### src/rtl/sclt_pkg.sv
// Shared types, constants and character helpers for the command line tokenizer.
package sclt_pkg;

  localparam logic [2:0] KIND_STRING  = 3'd0;
  localparam logic [2:0] KIND_AND_IF  = 3'd1;
  localparam logic [2:0] KIND_OR_IF   = 3'd2;
  localparam logic [2:0] KIND_SEMI    = 3'd3;
  localparam logic [2:0] KIND_NEWLINE = 3'd4;

  localparam logic [7:0] CH_NUL   = 8'h00;
  localparam logic [7:0] CH_LF    = 8'h0A;
  localparam logic [7:0] CH_QUOTE = 8'h22;
  localparam logic [7:0] CH_AMP   = 8'h26;
  localparam logic [7:0] CH_PIPE  = 8'h7C;
  localparam logic [7:0] CH_SEMI  = 8'h3B;
  localparam logic [7:0] CH_TILDE = 8'h7E;
  localparam logic [7:0] CH_DASH  = 8'h2D;
  localparam logic [7:0] CH_SLASH = 8'h2F;
  localparam logic [7:0] CH_UNDER = 8'h5F;
  localparam logic [7:0] CH_DOT   = 8'h2E;
  localparam logic [7:0] CH_SPACE = 8'h20;

  localparam logic [7:0] LEN_MAX = 8'hFF;

  localparam int QUEUE_DEPTH = 4;
  localparam int QPTR_W      = $clog2(QUEUE_DEPTH);
  localparam int QCNT_W      = $clog2(QUEUE_DEPTH + 1);

  // Work for the back end caused by one byte: an ended run and/or a line end.
  typedef struct packed {
    logic       has_run;
    logic [2:0] run_kind;
    logic [7:0] run_start;
    logic [7:0] run_len;
    logic       has_nl;
    logic [7:0] nl_start;
    logic       ovf;
  } sclt_entry_t;

  function automatic logic is_space(input logic [7:0] c);
    return (c == CH_SPACE) || (c >= 8'd9 && c <= 8'd13);
  endfunction

  function automatic logic is_word(input logic [7:0] c);
    return (c >= 8'h30 && c <= 8'h39) || (c >= 8'h61 && c <= 8'h7A) ||
           (c >= 8'h41 && c <= 8'h5A) || c == CH_DASH || c == CH_SLASH ||
           c == CH_UNDER || c == CH_DOT || c == CH_TILDE;
  endfunction

endpackage

### src/rtl/sclt_in_if.sv
// Byte input channel of the tokenizer.
interface sclt_in_if;
  logic       valid;
  logic       ready;
  logic [7:0] ch;

  modport source (output valid, output ch, input ready);
  modport sink (input valid, input ch, output ready);
endinterface

### src/rtl/sclt_out_if.sv
// Token result channel of the tokenizer.
interface sclt_out_if;
  logic       valid;
  logic       ready;
  logic [2:0] kind;
  logic [7:0] start_offset;
  logic [7:0] token_length;
  logic [5:0] token_index;
  logic       overflow;
  logic       last;

  modport source (output valid, output kind, output start_offset, output token_length,
                  output token_index, output overflow, output last, input ready);
  modport sink (input valid, input kind, input start_offset, input token_length,
                input token_index, input overflow, input last, output ready);
endinterface

### src/rtl/sclt_front.sv
// Front end: scans bytes, tracks run state and queues finished tokens.
module sclt_front
  import sclt_pkg::*;
#(
  parameter int LINE_BYTES = 256
) (
  input  logic        clk,
  input  logic        rst,
  input  logic        accept,
  input  logic [7:0]  ch,
  output logic        push,
  output sclt_entry_t entry
);

  localparam int POS_W  = $clog2(LINE_BYTES + 1);
  localparam int WIDE_W = (POS_W > 8) ? POS_W + 1 : 9;

  localparam logic [1:0] MODE_START = 2'd0;
  localparam logic [1:0] MODE_WORD  = 2'd1;
  localparam logic [1:0] MODE_OP    = 2'd2;
  localparam logic [1:0] MODE_QUOTE = 2'd3;

  logic [1:0]       mode, mode_next;
  logic [POS_W-1:0] pos, pos_next;
  logic [7:0]       tok_start, tok_start_next;
  logic [7:0]       run_length, run_length_next;
  logic [7:0]       first_char, first_char_next;
  logic [7:0]       second_char, second_char_next;
  logic             ovf_line, ovf_line_next;

  logic             word, space, quote, zero, opch;
  logic             cont, emit_run, done, newline, at_limit, ext_sat, ovf_now;
  logic [WIDE_W-1:0] pos_wide, pos_inc;
  logic [7:0]       p_sat, p1_sat;
  logic [2:0]       run_kind;

  function automatic logic [7:0] sat8(input logic [WIDE_W-1:0] v);
    return (v > WIDE_W'(255)) ? 8'hFF : v[7:0];
  endfunction

  always_comb begin
    word  = is_word(ch);
    space = is_space(ch);
    quote = (ch == CH_QUOTE);
    zero  = (ch == CH_NUL);
    opch  = !word && !quote && !space && !zero;

    unique case (mode)
      MODE_WORD:  cont = word;
      MODE_OP:    cont = opch;
      MODE_QUOTE: cont = !quote && !zero;
      default:    cont = 1'b0;
    endcase

    emit_run = (mode != MODE_START) && !cont;
    done     = cont || (emit_run && quote);
    newline  = !done && zero;
    at_limit = (pos >= POS_W'(LINE_BYTES));
    ext_sat  = cont && (run_length == LEN_MAX);
    ovf_now  = ovf_line || at_limit || ext_sat;

    pos_wide = WIDE_W'(pos);
    pos_inc  = pos_wide + WIDE_W'(1);
    p_sat    = sat8(pos_wide);
    p1_sat   = sat8(pos_inc);

    if (run_length == 8'd1 && first_char == CH_LF) begin
      run_kind = KIND_NEWLINE;
    end else if (run_length == 8'd2 && first_char == CH_AMP && second_char == CH_AMP) begin
      run_kind = KIND_AND_IF;
    end else if (run_length == 8'd2 && first_char == CH_PIPE && second_char == CH_PIPE) begin
      run_kind = KIND_OR_IF;
    end else if (run_length == 8'd1 && first_char == CH_SEMI) begin
      run_kind = KIND_SEMI;
    end else begin
      run_kind = KIND_STRING;
    end

    mode_next        = mode;
    pos_next         = at_limit ? pos : POS_W'(pos_inc);
    tok_start_next   = tok_start;
    run_length_next  = run_length;
    first_char_next  = first_char;
    second_char_next = second_char;
    ovf_line_next    = ovf_now;

    if (emit_run) begin
      mode_next = MODE_START;
    end
    if (cont && !ext_sat) begin
      run_length_next = run_length + 8'd1;
      if (run_length == 8'd0) begin
        first_char_next = ch;
      end
      if (run_length == 8'd1) begin
        second_char_next = ch;
      end
    end

    if (!done) begin
      priority if (zero) begin
        mode_next        = MODE_START;
        pos_next         = '0;
        tok_start_next   = '0;
        run_length_next  = '0;
        first_char_next  = '0;
        second_char_next = '0;
        ovf_line_next    = 1'b0;
      end else if (space) begin
        mode_next = MODE_START;
      end else if (quote) begin
        mode_next        = MODE_QUOTE;
        tok_start_next   = p1_sat;
        run_length_next  = '0;
        first_char_next  = '0;
        second_char_next = '0;
      end else begin
        mode_next        = word ? MODE_WORD : MODE_OP;
        tok_start_next   = p_sat;
        run_length_next  = 8'd1;
        first_char_next  = ch;
        second_char_next = '0;
      end
    end

    entry.has_run   = emit_run;
    entry.run_kind  = run_kind;
    entry.run_start = tok_start;
    entry.run_len   = run_length;
    entry.has_nl    = newline;
    entry.nl_start  = p_sat;
    entry.ovf       = ovf_now;
    push            = accept && (emit_run || newline);
  end

  always_ff @(posedge clk) begin
    if (rst) begin
      mode        <= MODE_START;
      pos         <= '0;
      tok_start   <= '0;
      run_length  <= '0;
      first_char  <= '0;
      second_char <= '0;
      ovf_line    <= 1'b0;
    end else if (accept) begin
      mode        <= mode_next;
      pos         <= pos_next;
      tok_start   <= tok_start_next;
      run_length  <= run_length_next;
      first_char  <= first_char_next;
      second_char <= second_char_next;
      ovf_line    <= ovf_line_next;
    end
  end

endmodule

### src/rtl/sclt_queue.sv
// Short FIFO of token work between the front and back ends.
module sclt_queue
  import sclt_pkg::*;
(
  input  logic        clk,
  input  logic        rst,
  input  logic        push,
  input  sclt_entry_t wr_entry,
  output logic        full,
  input  logic        pop,
  output logic        not_empty,
  output sclt_entry_t head
);

  sclt_entry_t       slots [QUEUE_DEPTH];
  logic [QPTR_W-1:0] wr_ptr, rd_ptr;
  logic [QCNT_W-1:0] count;

  assign full      = (count == QCNT_W'(QUEUE_DEPTH));
  assign not_empty = (count != '0);
  assign head      = slots[rd_ptr];

  always_ff @(posedge clk) begin
    if (push) begin
      slots[wr_ptr] <= wr_entry;
    end
  end

  always_ff @(posedge clk) begin
    if (rst) begin
      wr_ptr <= '0;
      rd_ptr <= '0;
      count  <= '0;
    end else begin
      if (push) begin
        wr_ptr <= wr_ptr + QPTR_W'(1);
      end
      if (pop) begin
        rd_ptr <= rd_ptr + QPTR_W'(1);
      end
      if (push && !pop) begin
        count <= count + QCNT_W'(1);
      end else if (pop && !push) begin
        count <= count - QCNT_W'(1);
      end
    end
  end

endmodule

### src/rtl/sclt_back.sv
// Back end: numbers tokens, tracks slot overflow and drives the result register.
module sclt_back
  import sclt_pkg::*;
#(
  parameter int TOKEN_SLOTS = 64
) (
  input  logic        clk,
  input  logic        rst,
  input  logic        q_valid,
  input  sclt_entry_t head,
  output logic        pop,
  sclt_out_if.source  tok
);

  localparam int CNT_W = $clog2(TOKEN_SLOTS + 1);
  localparam int IDX_W = (CNT_W > 6) ? CNT_W : 6;

  logic [CNT_W-1:0] count;
  logic             slot_ovf;
  logic             second;
  logic             load, is_nl, is_last, full_slots;
  logic [IDX_W-1:0] idx;

  always_comb begin
    load       = q_valid && (!tok.valid || tok.ready);
    is_nl      = second || !head.has_run;
    is_last    = is_nl || !head.has_nl;
    pop        = load && is_last;
    full_slots = (count >= CNT_W'(TOKEN_SLOTS));
    idx        = full_slots ? IDX_W'(TOKEN_SLOTS - 1) : IDX_W'(count);
  end

  always_ff @(posedge clk) begin
    if (load) begin
      tok.kind         <= is_nl ? KIND_NEWLINE : head.run_kind;
      tok.start_offset <= is_nl ? head.nl_start : head.run_start;
      tok.token_length <= is_nl ? 8'd0 : head.run_len;
      tok.token_index  <= idx[5:0];
      tok.overflow     <= head.ovf || slot_ovf || full_slots;
      tok.last         <= is_last;
    end
  end

  always_ff @(posedge clk) begin
    if (rst) begin
      tok.valid <= 1'b0;
      count     <= '0;
      slot_ovf  <= 1'b0;
      second    <= 1'b0;
    end else begin
      if (load) begin
        tok.valid <= 1'b1;
      end else if (tok.ready) begin
        tok.valid <= 1'b0;
      end
      if (load) begin
        second <= !is_last;
        if (is_nl) begin
          count    <= '0;
          slot_ovf <= 1'b0;
        end else if (full_slots) begin
          slot_ovf <= 1'b1;
        end else begin
          count <= count + CNT_W'(1);
        end
      end
    end
  end

endmodule

### src/rtl/shell_command_line_tokenizer_core.sv
// Shell command line tokenizer: takes one byte per cycle on cmd and delivers
// tokens on tok. Each accepted byte gives zero, one or two tokens; a byte is
// taken every cycle while the four-entry token queue has room, and the result
// register delivers one token per cycle while tok is ready; a byte that ends
// a run and the line stays at the queue head until both tokens are loaded.
// Tokens are queued, then registered. No clearing pass after reset.
module shell_command_line_tokenizer_core
  import sclt_pkg::*;
#(
  parameter int LINE_BYTES  = 256,
  parameter int TOKEN_SLOTS = 64
) (
  input  logic       clk,
  input  logic       rst,
  sclt_in_if.sink    cmd,
  sclt_out_if.source tok
);

  logic        accept;
  logic        push, q_full, q_valid, pop;
  sclt_entry_t wr_entry, head;

  assign cmd.ready = !q_full;
  assign accept    = cmd.valid && cmd.ready;

  sclt_front #(.LINE_BYTES(LINE_BYTES)) u_front (
    .clk    (clk),
    .rst    (rst),
    .accept (accept),
    .ch     (cmd.ch),
    .push   (push),
    .entry  (wr_entry)
  );

  sclt_queue u_queue (
    .clk       (clk),
    .rst       (rst),
    .push      (push),
    .wr_entry  (wr_entry),
    .full      (q_full),
    .pop       (pop),
    .not_empty (q_valid),
    .head      (head)
  );

  sclt_back #(.TOKEN_SLOTS(TOKEN_SLOTS)) u_back (
    .clk     (clk),
    .rst     (rst),
    .q_valid (q_valid),
    .head    (head),
    .pop     (pop),
    .tok     (tok)
  );

`ifndef ASSERT_OFF
  a_no_push_when_full: assert property (@(posedge clk) disable iff (rst)
    push |-> !q_full)
    else $error("token queue written while full");

  a_push_has_work: assert property (@(posedge clk) disable iff (rst)
    push |-> (wr_entry.has_run || wr_entry.has_nl))
    else $error("empty entry queued");

  a_second_follows: assert property (@(posedge clk) disable iff (rst)
    (tok.valid && tok.ready && !tok.last) |=> tok.valid)
    else $error("second token of a byte not presented next cycle");
`endif

endmodule

### src/flat_wrapper.sv
// flat-port wrapper written by rule: the top's interface ports become plain ports
module shell_command_line_tokenizer_core_flat import sclt_pkg::*;
#(
  parameter int LINE_BYTES  = 256,
  parameter int TOKEN_SLOTS = 64
)
  (clk, rst, cmd_valid, cmd_ch, cmd_ready, tok_valid, tok_kind, tok_start_offset, tok_token_length, tok_token_index, tok_overflow, tok_last, tok_ready);
  sclt_in_if cmd_i ();
  sclt_out_if tok_i ();
  input  logic clk;
  input  logic rst;
  input wire logic [$bits(cmd_i.valid)-1:0] cmd_valid;
  input wire logic [$bits(cmd_i.ch)-1:0] cmd_ch;
  output wire logic [$bits(cmd_i.ready)-1:0] cmd_ready;
  output wire logic [$bits(tok_i.valid)-1:0] tok_valid;
  output wire logic [$bits(tok_i.kind)-1:0] tok_kind;
  output wire logic [$bits(tok_i.start_offset)-1:0] tok_start_offset;
  output wire logic [$bits(tok_i.token_length)-1:0] tok_token_length;
  output wire logic [$bits(tok_i.token_index)-1:0] tok_token_index;
  output wire logic [$bits(tok_i.overflow)-1:0] tok_overflow;
  output wire logic [$bits(tok_i.last)-1:0] tok_last;
  input wire logic [$bits(tok_i.ready)-1:0] tok_ready;
  assign cmd_i.valid = cmd_valid;
  assign cmd_i.ch = cmd_ch;
  assign cmd_ready = cmd_i.ready;
  assign tok_valid = tok_i.valid;
  assign tok_kind = tok_i.kind;
  assign tok_start_offset = tok_i.start_offset;
  assign tok_token_length = tok_i.token_length;
  assign tok_token_index = tok_i.token_index;
  assign tok_overflow = tok_i.overflow;
  assign tok_last = tok_i.last;
  assign tok_i.ready = tok_ready;
  shell_command_line_tokenizer_core #(.LINE_BYTES(LINE_BYTES), .TOKEN_SLOTS(TOKEN_SLOTS)) u_core (.clk(clk), .rst(rst), .cmd(cmd_i), .tok(tok_i));
endmodule
### config.mk
export PLATFORM = sky130hd
export DESIGN_NAME = shell_command_line_tokenizer_core_flat
export DESIGN_NICKNAME = d
export VERILOG_FILES = /design/src/rtl/sclt_pkg.sv /design/src/rtl/sclt_in_if.sv /design/src/rtl/sclt_out_if.sv /design/src/rtl/sclt_front.sv /design/src/rtl/sclt_queue.sv /design/src/rtl/sclt_back.sv /design/src/rtl/shell_command_line_tokenizer_core.sv /design/src/flat_wrapper.sv
export SDC_FILE = /design/constraint.sdc
export NUM_CORES = 1
export LEC_CHECK = 0
export BUFFER_PORTS_ARGS = -buffer_cell sky130_fd_sc_hd__buf_4
export CORE_MARGIN = 3
export CORE_UTILIZATION = 45
export CTS_CLUSTER_SIZE = 24
export DETAILED_ROUTE_END_ITERATION = 16
export PLACE_DENSITY = 0.59
export SYNTH_ARGS = -nofsm -noshare
export SYNTH_HDL_FRONTEND = slang
export SYNTH_SLANG_ARGS = --single-unit
export TNS_END_PERCENT = 20
### constraint.sdc
create_clock -name clk -period 9.4 [get_ports clk]
set_clock_uncertainty 0.15 [all_clocks]
set_input_delay 1.88 -clock clk [delete_from_list [all_inputs] [get_ports clk]]
set_output_delay 1.88 -clock clk [all_outputs]
set_load 0.005 [all_outputs]
## Yosys cells after proc, flatten, opt, wreduce, memory -nomap -nowiden

Memories as Yosys holds them, arrays and structs flattened. A register that Yosys moved wholly into a read port is not among the register bits.
Index checks and enable logic that the tools add are counted.
W data, S select, Z words.

- $add $sub $neg: 7
- $lt $le $gt $ge: 12
- Eq/ne operators: 23
- Mux-type cells: 50
- Bitwise logic cells: 1
- Reductions and logical operators: 67

Operator list:

| operator | number |
|---|---|
| $mux W8 | 21 |
| $eq A8 B6 Y1 const B | 8 |
| $eq A8 B7 Y1 const B | 4 |
| $mux W9 | 3 |
| $logic_and A1 B1 Y1 | 25 |
| $mux W2 | 11 |
| $logic_or A1 B1 Y1 | 17 |
| $ge A8 B7 Y1 const B | 2 |
| $le A8 B7 Y1 const B | 2 |
| $logic_not A8 Y1 | 2 |
| $logic_not A1 Y1 | 14 |
| $mux W7 | 2 |
| $add A9 B1 Y10 const B | 1 |
| $gt A10 B8 Y1 const B | 1 |
| $ge A9 B9 Y1 const B | 1 |
| $gt A9 B8 Y1 const B | 1 |
| $mux W1 | 9 |
| $mux W3 | 3 |
| $add A8 B1 Y8 const B | 1 |
| $eq A8 B1 Y1 const B | 1 |
| $eq A8 B2 Y1 const B | 1 |
| $eq A8 B4 Y1 const B | 1 |
| $eq A8 B8 Y1 const B | 1 |
| $ge A8 B4 Y1 const B | 1 |
| 19 further kinds | 27 |

- Register bits after elaboration: 88
- Memory bits (writable): 120
- Bits of input ports: 12
- Output and inout port bits: 29
- Memories: 1

Memory list:

| name | words | width | read ports | clocked after Yosys merged registers in | write ports | line | source |
|---|---|---|---|---|---|---|---|
| u_core.u_queue.slots | 4 | 30 | 1 | 1 | 1 | sclt_queue.sv:15 | `sclt_entry_t slots [QUEUE_DEPTH];` |

## Logic depth before layout (Yosys ltp)

Gate-level depths: netlist of the first run.

- Word-level depth: 26
- Depth in mapped cells: 13
- Gate-level depth less buffers: 13

## Modules after synthesis

Synthesis of the first run repeated with hierarchy kept, for this count alone.

- Cells, all modules: 701
- Area, all modules: 9228.9 µm²

Modules (own cells, without submodules):

| module | times used | cells an instance | area each (µm²) | sequential area each (µm²) |
|---|---|---|---|---|
| sclt_queue | 1 | 200 | 4758.3 | 3783.6 |
| sclt_front | 1 | 364 | 2924.1 | 880.8 |
| sclt_back | 1 | 135 | 1536.5 | 1011.0 |
| shell_command_line_tokenizer_core | 1 | 2 | 10.0 | 0.0 |

## Worst setup path after synthesis of the first run

Ideal clock, no wire load.

- Path type: input port to flip-flop
- Start point: input cmd_ch[3]
- End point: register u_core.u_queue.count[2]
- Library setup time: 0.070 ns
- Data arrival time: 4.753 ns
- Data required time: 9.180 ns
- Path slack: 4.427 ns
- Stages on the path: 13
- Buffers on the path: 2
- Cell sequence: clkbuf_1 -> or4_1 -> or3_1 -> buf_6 -> clkinv_4 -> a21oi_1 -> a31oi_2 -> ha_1 -> inv_1 -> fa_1 -> xor2_1 -> or3_1 -> a21oi_1

RTL lines:

| item | line | source |
|---|---|---|
| start, declared | flat_wrapper.sv:13 | `input wire logic [$bits(cmd_i.ch)-1:0] cmd_ch;` |
| end signal, assigned | sclt_queue.sv:42 | `count <= count + QCNT_W'(1);` |
| end signal, assigned | sclt_queue.sv:44 | `count <= count - QCNT_W'(1);` |
| end, declared | sclt_queue.sv:17 | `logic [QCNT_W-1:0] count;` |

==> metrics.md, run 1 <==
| Metric | Value |
|---|---|
| 1st-iter DRT viols | `326` |
| Sequential-to-total area share from yosys stat | `0.6389` |
| Placed Cells | `929` |
| Placement Setup Slack | `4.033 ns` |
| Total Power | `2713 µW` |
| Worst Setup End Kind | `register` |
| Synth unique cells | `67` |
| # IOs | `41` |
| Fin crit share | `0.5156` |
| Met2 Wirelength | `8577 µm` |
| Hold WC Path Type | `register to register` |
| Vias in the first global route | `5,355` |
| Slew Viols, Final | `0` |
| Width of the die | `146.5 µm` |
| Share of layout cells above drive strength 1 | `0.2031` |
| LEAKAGE | `0.003545 µW` |
| Combinational family with the most area after synthesis | `simple AND/OR/NAND/NOR gates` |
| # rows | `50` |
| Via count | `5,339` |
| First-pass GRT wire length | `28,690 µm` |
| # setup viols final | `0` |
| Setup TNS | `0 ns` |
| GR Overflow Total | `0` |
| Slew HR | `0.3951` |
| Ys Warns | `0` |
| Hold_buf cts | `0` |
| Fin worst setup slack | `4.554 ns` |
| Post-synthesis simple-gate area fraction | `0.1256` |
| Max-Cap Viols | `0` |
| PostCTS Resize Cnt | `0` |
| Met3 WL | `836 µm` |
| Finished Layout Cells | `969` |
| Commonest non-fill, non-tap cell in the layout | `edfxtp_1` |
| FF+latch count, synth | `210` |
| Nets | `721` |
| Drt first pass iters | `5` |
| Cells after synthesis | `653` |
| Fin crit period | `4.846 ns` |
| Worst Path Class, Setup | `input port to register` |
| Met1 WL | `8059 µm` |
| Switch Pwr | `747.4 µW` |
| Mapped Area | `8884 µm²` |
| CP arrival | `5.13 ns` |
| Die area | `21,460 µm²` |
| Sequential power share | `0.440` |
| Internal power | `1966 µW` |
| Pwr Density | `268.3 nW/µm²` |
| Post-synthesis compound-gate area fraction | `0.07845` |
| Commonest cells after routing, fill and taps aside | `edfxtp_1 (147), dfxtp_1 (62), nand2_1 (48), nor2_1 (48), buf_4 (44)` |
| Post-synth EDFFs | `147` |
| WP data required | `9.68 ns` |
| Combinational power share | `0.245` |
| Drt total wl | `17,740 µm` |
| CTS tree | `built` |
| Post-Synth XOR/XNOR Area | `0.02070` |
| Worst-margin pin slew | `0.8991 ns` |
| DRC viols | `0` |
| Maximum vdd ir drop | `0.0001292 V` |
| RSZ-0062 raised after global routing | `false` |
| Max FO, Critical Path | `11` |
| Clock transition at path regs | `0.06 ns` |
| Vias per Instance | `5.510` |
| Detailed Place HPWL | `11,450 µm` |
| Final Hold Violating Endpoints | `0` |
| Switch share | `0.2755` |
| Wire per inst | `18.31 µm` |
| Crit path launch type | `input port` |
| Total track usage | `0.1655` |
| Synth async-reset ratio | `0` |
| Die Y-Extent | `146.5 µm` |
| Initial antenna violation count | `0` |
| Pin count of the biggest net entering global routing | `41` |
| Fill cells | `1,619` |
| Port Buffers | `40` |
| ANT nets after route | `0` |
| Max Fclk | `206.3 MHz` |
| CTS buffer count | `23` |
| P&R area growth vs syn | `13.86%` |
| Core ar. | `19,020 µm²` |
| CTS Sinks | `210` |
| Initial Util | `0.4671` |
| Syn Nets | `680` |
| Setup Fix Bufs, Post-CTS | `0` |
| Clk pwr share | `0.315` |
| Post-synthesis mux area share | `0.08803` |
| Clk_lat worst skew | `0.51 ns` |
| Status | `finished, final reports clean` |
| Synth Flop Type | `edfxtp_1` |
| CTS max path bufs | `3` |
| H-tree depth | `1` |
| Syn avg cell area | `13.60 µm²` |
| Root buffer cell | `clkbuf_16` |
| Fin util | `0.5318` |
| Gp weighted congestion | `0.8560` |
| Top Metal Used | `met4` |
| Synth Area in Adders | `0.02197` |
| Ant diodes | `0` |
## cells by family (layout without fill, tap and decap cells)
family / after synthesis / in the layout
AND/OR/NAND/NOR: 215 / 215
flip-flops: 210 / 210
AO/OA/AOI/OAI: 101 / 101
buffers and inverters: 49 / 105
multiplexers: 42 / 42
XOR/XNOR: 21 / 21
adder cells (fa/ha/maj): 15 / 15
## path summary, 6_finish.rpt
check	startpoint	slack, ns	depth (start not counted)	to
setup reg to reg	u_core.u_front.pos[0]	5.89	12	u_core.u_front.tok_start[4]
setup / recovery	cmd_ch[0]	4.55	12	u_core.u_queue.count[2]
hold / removal	u_core.u_front.second_char[5]	0.31	2	u_core.u_front.second_char[5]
hold reg to reg	u_core.u_front.second_char[5]	0.31	2	u_core.u_front.second_char[5]
## flip-flops by register name, indices dropped and copies added (netlist names), 8 cells and up, named ones only
name and count:
u_core.u_back.tok.start_offset 8, u_core.u_back.tok.token_length 8, u_core.u_front.first_char 8, u_core.u_front.pos 9, u_core.u_front.run_length 8, u_core.u_front.second_char 8, u_core.u_front.tok_start 8, u_core.u_queue.slots 120
## power by group through the flow
stage / Sequential (µW) / Clock (µW) / Combinational (µW)
after floorplan: 1210 / 0 / 445
after CTS: 1190 / 877 / 685
after global routing: 1200 / 920 / 742
final: 1190 / 856 / 664
after global placement: 1210 / 0 / 664
after detailed placement: 1210 / 0 / 681
## cell usage after synthesis (all sizes together), types with 3 or more instances
cell     instances  area [µm²]
or2             11       68.82
nand2b           6       37.54
nor4             6       37.54
o2111ai          5       43.79
and3            10       62.56
buf             15       101.3
a21oi           37       192.7
nand4           12       75.07
mux2i            5       50.05
a211o            3       26.28
ha              14       175.2
a211oi           3       22.52
mux2             9       101.4
o21ai           17       85.08
nand2           49       186.4
xor2            11       96.34
dfxtp           63        1261
nor4bb           3       30.03
nor3            11       71.32
edfxtp         147        4414
or3              7       43.79
o21a             3       22.52
a31oi            4       46.29
a21o             3       22.52
clkbuf          13       48.80
a22o             9       78.83
inv             20       75.07
xnor2           10       87.58
nand3           23       115.1
and2            17       106.4
mux4            28       630.6
nor2            48       180.2
## worst max-delay path, cell delays in order
cell,delay (ns)
buf_4,0.14
or4_1,0.53
or3_1,0.56
clkinv_4,0.16
a21oi_1,0.06
a31oi_2,0.38
ha_1,0.25
inv_1,0.07
fa_1,0.44
xor2_1,0.18
or3_1,0.30
a21oi_1,0.15
## layout make-up
cell class	count	area, µm²	area share
clock inverter	11	111.4	0.01101
timing repair buffer	44	330.3	0.03266
multi-input combinational	394	2979	0.2945
clock buffer	29	608.1	0.06012
inverter	21	83.83	0.008288
sequential	210	5677	0.5612
tap	260	325.3	0.03216
## metrics by stage
step	hold WS [ns]	cell area, µm²
final	0.3130	10110
after CTS	0.3103	10110
after detailed placement	0.3014	9395
after global placement	0.3018	9395
after global routing	0.3461	10110
after floorplan	0.2883	8884
## routing by layer
| layer | up-vias | global-route usage |
|---|---|---|
| met2 | 128 | 0.2765 |
| met1 | 2647 | 0.2285 |
| li1 | 2543 | - |
| met3 | 21 | 0.02514 |
| met4 | 0 | 0.04280 |
| met5 | - | 0 |
No activity file was read; power rests on OpenSTA's default activity.
==> inputs of run 2 (changes only) <==
--- a/config.mk
+++ b/config.mk
@@ -10,7 +10,7 @@
 export CORE_UTILIZATION = 45
 export CTS_CLUSTER_SIZE = 24
 export DETAILED_ROUTE_END_ITERATION = 16
-export PLACE_DENSITY = 0.59
+export PLACE_DENSITY = 0.62
 export SYNTH_ARGS = -nofsm -noshare
 export SYNTH_HDL_FRONTEND = slang
 export SYNTH_SLANG_ARGS = --single-unit
==> constraint.sdc (replaced) <==
create_clock -name clk -period 4.4 [get_ports clk]
set_clock_uncertainty 0.15 [all_clocks]
set_input_delay 0.88 -clock clk [delete_from_list [all_inputs] [get_ports clk]]
set_output_delay 0.88 -clock clk [all_outputs]
set_load 0.005 [all_outputs]
==> run 2 against run 1 <==
Compared with the run above: register-to-register slack worse by 5.1 ns; total power increased by 110%; final area up 0.74%; critical path depth up 1; global-route usage about the same; wire length increased by 0.34%; combinational power increased by 110%; non-clock buffer count up 7; critical endpoint unchanged; largest cell class unchanged; highest routed layer unchanged.
==> metrics.md, run 2 (synthesis results as in run 1) <==
| Metric | Value |
|---|---|
| RSZ-0062 raised after global routing | `false` |
| Switch share | `0.2737 (-0.001796)` |
| Ant diodes | `0 (unchanged)` |
| PostCTS Resize Cnt | `0 (unchanged)` |
| # rows | `50 (unchanged)` |
| CTS tree | `built` |
| Worst Path Class, Setup | `input port to register` |
| Fin crit period | `3.630 ns` |
| Initial Util | `0.4671 (unchanged)` |
| Initial antenna violation count | `0 (unchanged)` |
| Commonest non-fill, non-tap cell in the layout | `edfxtp_1` |
| Hold WC Path Type | `register to register` |
| Placement Setup Slack | `0.2648 ns (-3.768 ns)` |
| Max FFs per register | `120 (unchanged)` |
| Core ar. | `19,020 µm² (unchanged)` |
| Fin crit share | `0.8250` |
| Total Power | `5818 µW (+110%)` |
| Worst-margin pin slew | `0.9049 ns (+0.005797 ns)` |
| Slew Viols, Final | `0 (unchanged)` |
| Max FO, Critical Path | `9 (-2)` |
| Gp weighted congestion | `0.8934 (+4.4%)` |
| P&R area growth vs syn | `14.70%` |
| Clk_lat worst skew | `0.49 ns (-0.02 ns)` |
| Clk pwr share | `0.316 (about the same)` |
| Largest register by flop count | `u_core.u_queue.slots` |
| CP arrival | `3.89 ns (-1.24 ns)` |
| Root buffer cell | `clkbuf_16` |
| Share of layout cells above drive strength 1 | `0.2050 (+0.001918)` |
| CP Cell Sequence | `buf_4, or4b_2, a21oi_1, o21ai_0, nand3_1, nand3_1, a31oi_2, ha_1, inv_1, fa_1, xor2_1, or3_1, a21oi_1` |
| CTS max path bufs | `3 (unchanged)` |
| # IOs | `41 (unchanged)` |
| Fin worst setup slack | `0.7700 ns (-3.784 ns)` |
| Setup Fix Bufs, Post-CTS | `0 (unchanged)` |
| Setup TNS | `0 ns (unchanged)` |
| Wire per inst | `18.22 µm (-0.48%)` |
| Drt first pass iters | `5 (unchanged)` |
| Commonest cells after routing, fill and taps aside | `edfxtp_1 (147), dfxtp_1 (62), buf_4 (50), nand2_1 (48), nor2_1 (48)` |
| ANT nets after route | `0 (unchanged)` |
| Die area | `21,460 µm² (unchanged)` |
| Status | `finished, final reports clean` |
| Via count | `5,402 (+1.2%)` |
| Maximum vdd ir drop | `0.0003393 V (+160%)` |
| 1st-iter DRT viols | `358 (+9.8%)` |
| Vias per Instance | `5.529 (+0.35%)` |
| DRC viols | `0 (unchanged)` |
| Final Hold Violating Endpoints | `0 (unchanged)` |
| Vias in the first global route | `5,395 (+0.75%)` |
| Pwr Density | `571.0 nW/µm² (+110%)` |
| WP data required | `4.66 ns (-5.02 ns)` |
| Crit path launch type | `input port` |
| Switch Pwr | `1592 µW (+110%)` |
| Worst path slowest cell | `or4b_2` |
| Port Buffers | `40 (unchanged)` |
| Slowest Stage Delay on Critical Path | `0.67 ns (+0.11 ns)` |
| H-tree depth | `1 (unchanged)` |
| Hold_buf cts | `0 (unchanged)` |
| GR Overflow Total | `0 (unchanged)` |
| Pin count of the biggest net entering global routing | `41 (unchanged)` |
| Drt total wl | `17,800 µm (+0.34%)` |
| Worst Setup End Kind | `register` |
| Clock transition at path regs | `0.06 ns (about the same)` |
| Largest registers | `u_core.u_queue.slots (120), u_core.u_front.pos (9)` |
| CTS Sinks | `210 (unchanged)` |
| Combinational power share | `0.237 (-0.008)` |
| Internal power | `4226 µW (+110%)` |
| Fill cells | `1,633 (+0.86%)` |
| Max-Cap Viols | `0 (unchanged)` |
| Width of the die | `146.5 µm (unchanged)` |
| Slew HR | `0.3912 (-0.003901)` |
| Finished Layout Cells | `977 (+0.83%)` |
| Detailed Place HPWL | `11,670 µm (+1.9%)` |
| LEAKAGE | `0.003580 µW (+0.98%)` |
| # setup viols final | `0 (unchanged)` |
| Total track usage | `0.1656 (about the same)` |
| Placed Cells | `936 (+0.75%)` |
| Nets | `728 (+0.97%)` |
| Max Fclk | `275.5 MHz` |
| Die Y-Extent | `146.5 µm (unchanged)` |
| CTS buffer count | `23 (unchanged)` |
| Sequential power share | `0.447 (+0.007)` |
| First-pass GRT wire length | `28,950 µm (+0.91%)` |
[run 2: changes by cell type in the layout (fill, tap and decap cells not counted), sizes merged]
cell      previous run  this run
buf                 44        51
clkbuf              29        30
clkinvlp             0         1
inv                 21        20
[run 2: layout make-up]
type	instances	area, µm²	share of cell area
timing repair buffer	51	395.4	0.03880
sequential	210	5677	0.5571
multi-input combinational	394	2974	0.2919
inverter	21	83.83	0.008227
tap	260	325.3	0.03193
clock buffer	30	621.8	0.06103
clock inverter	11	112.6	0.01105
[run 2: power by group through the flow]
stage          Combinational, µW  Sequential, µW  Clock (µW)
6_report                    1380            2600        1840
5_1_grt                     1520            2630        1970
4_1_cts                     1400            2610        1890
3_5_place_dp                1400            2650           0
3_3_place_gp                1370            2640           0
2_1_floorplan                951            2580           0
[run 2: worst paths after layout]
check | slack, ns | start | cells after the start | endpoint
worst min-delay path | 0.32 | u_core.u_front.second_char[5] | 2 | u_core.u_front.second_char[5]
worst max register to register | 0.82 | u_core.u_front.pos[0] | 12 | u_core.u_front.tok_start[2]
worst min register to register | 0.32 | u_core.u_front.second_char[5] | 2 | u_core.u_front.second_char[5]
worst max-delay path | 0.77 | cmd_ch[0] | 13 | u_core.u_queue.count[2]
[run 2: per-stage QoR]
| step | utilization | hold slack [ns] | instance area, µm² |
|---|---|---|---|
| 3_3_place_gp | 0.4972 | 0.3021 | 9455 |
| 6_report | 0.5358 | 0.3180 | 10190 |
| 2_1_floorplan | - | 0.2883 | 8884 |
| 5_1_grt | 0.5358 | 0.3423 | 10190 |
| 3_5_place_dp | 0.4972 | 0.3127 | 9455 |
| 4_1_cts | 0.5358 | 0.3204 | 10190 |
[run 2: critical path: cells and delay by family]
| family | cells | cell delay [ns] |
|---|---|---|
| XOR/XNOR | 1 | 0.18 |
| buffers and inverters | 2 | 0.21 |
| adder cells (fa/ha/maj) | 2 | 0.66 |
| AO/OA/AOI/OAI | 4 | 0.61 |
| AND/OR/NAND/NOR | 4 | 1.33 |
[run 2: metal layers]
| metal | part of all wire | track usage | vias to the layer above |
|---|---|---|---|
| li1 | - | - | 2552 |
| met1 | 0.44 | 0.2289 | 2678 |
| met2 | 0.48 | 0.2739 | 138 |
| met3 | 0.050 | 0.02638 | 34 |
| met4 | 0.023 | 0.04657 | 0 |
| met5 | 0 | 0 | - |
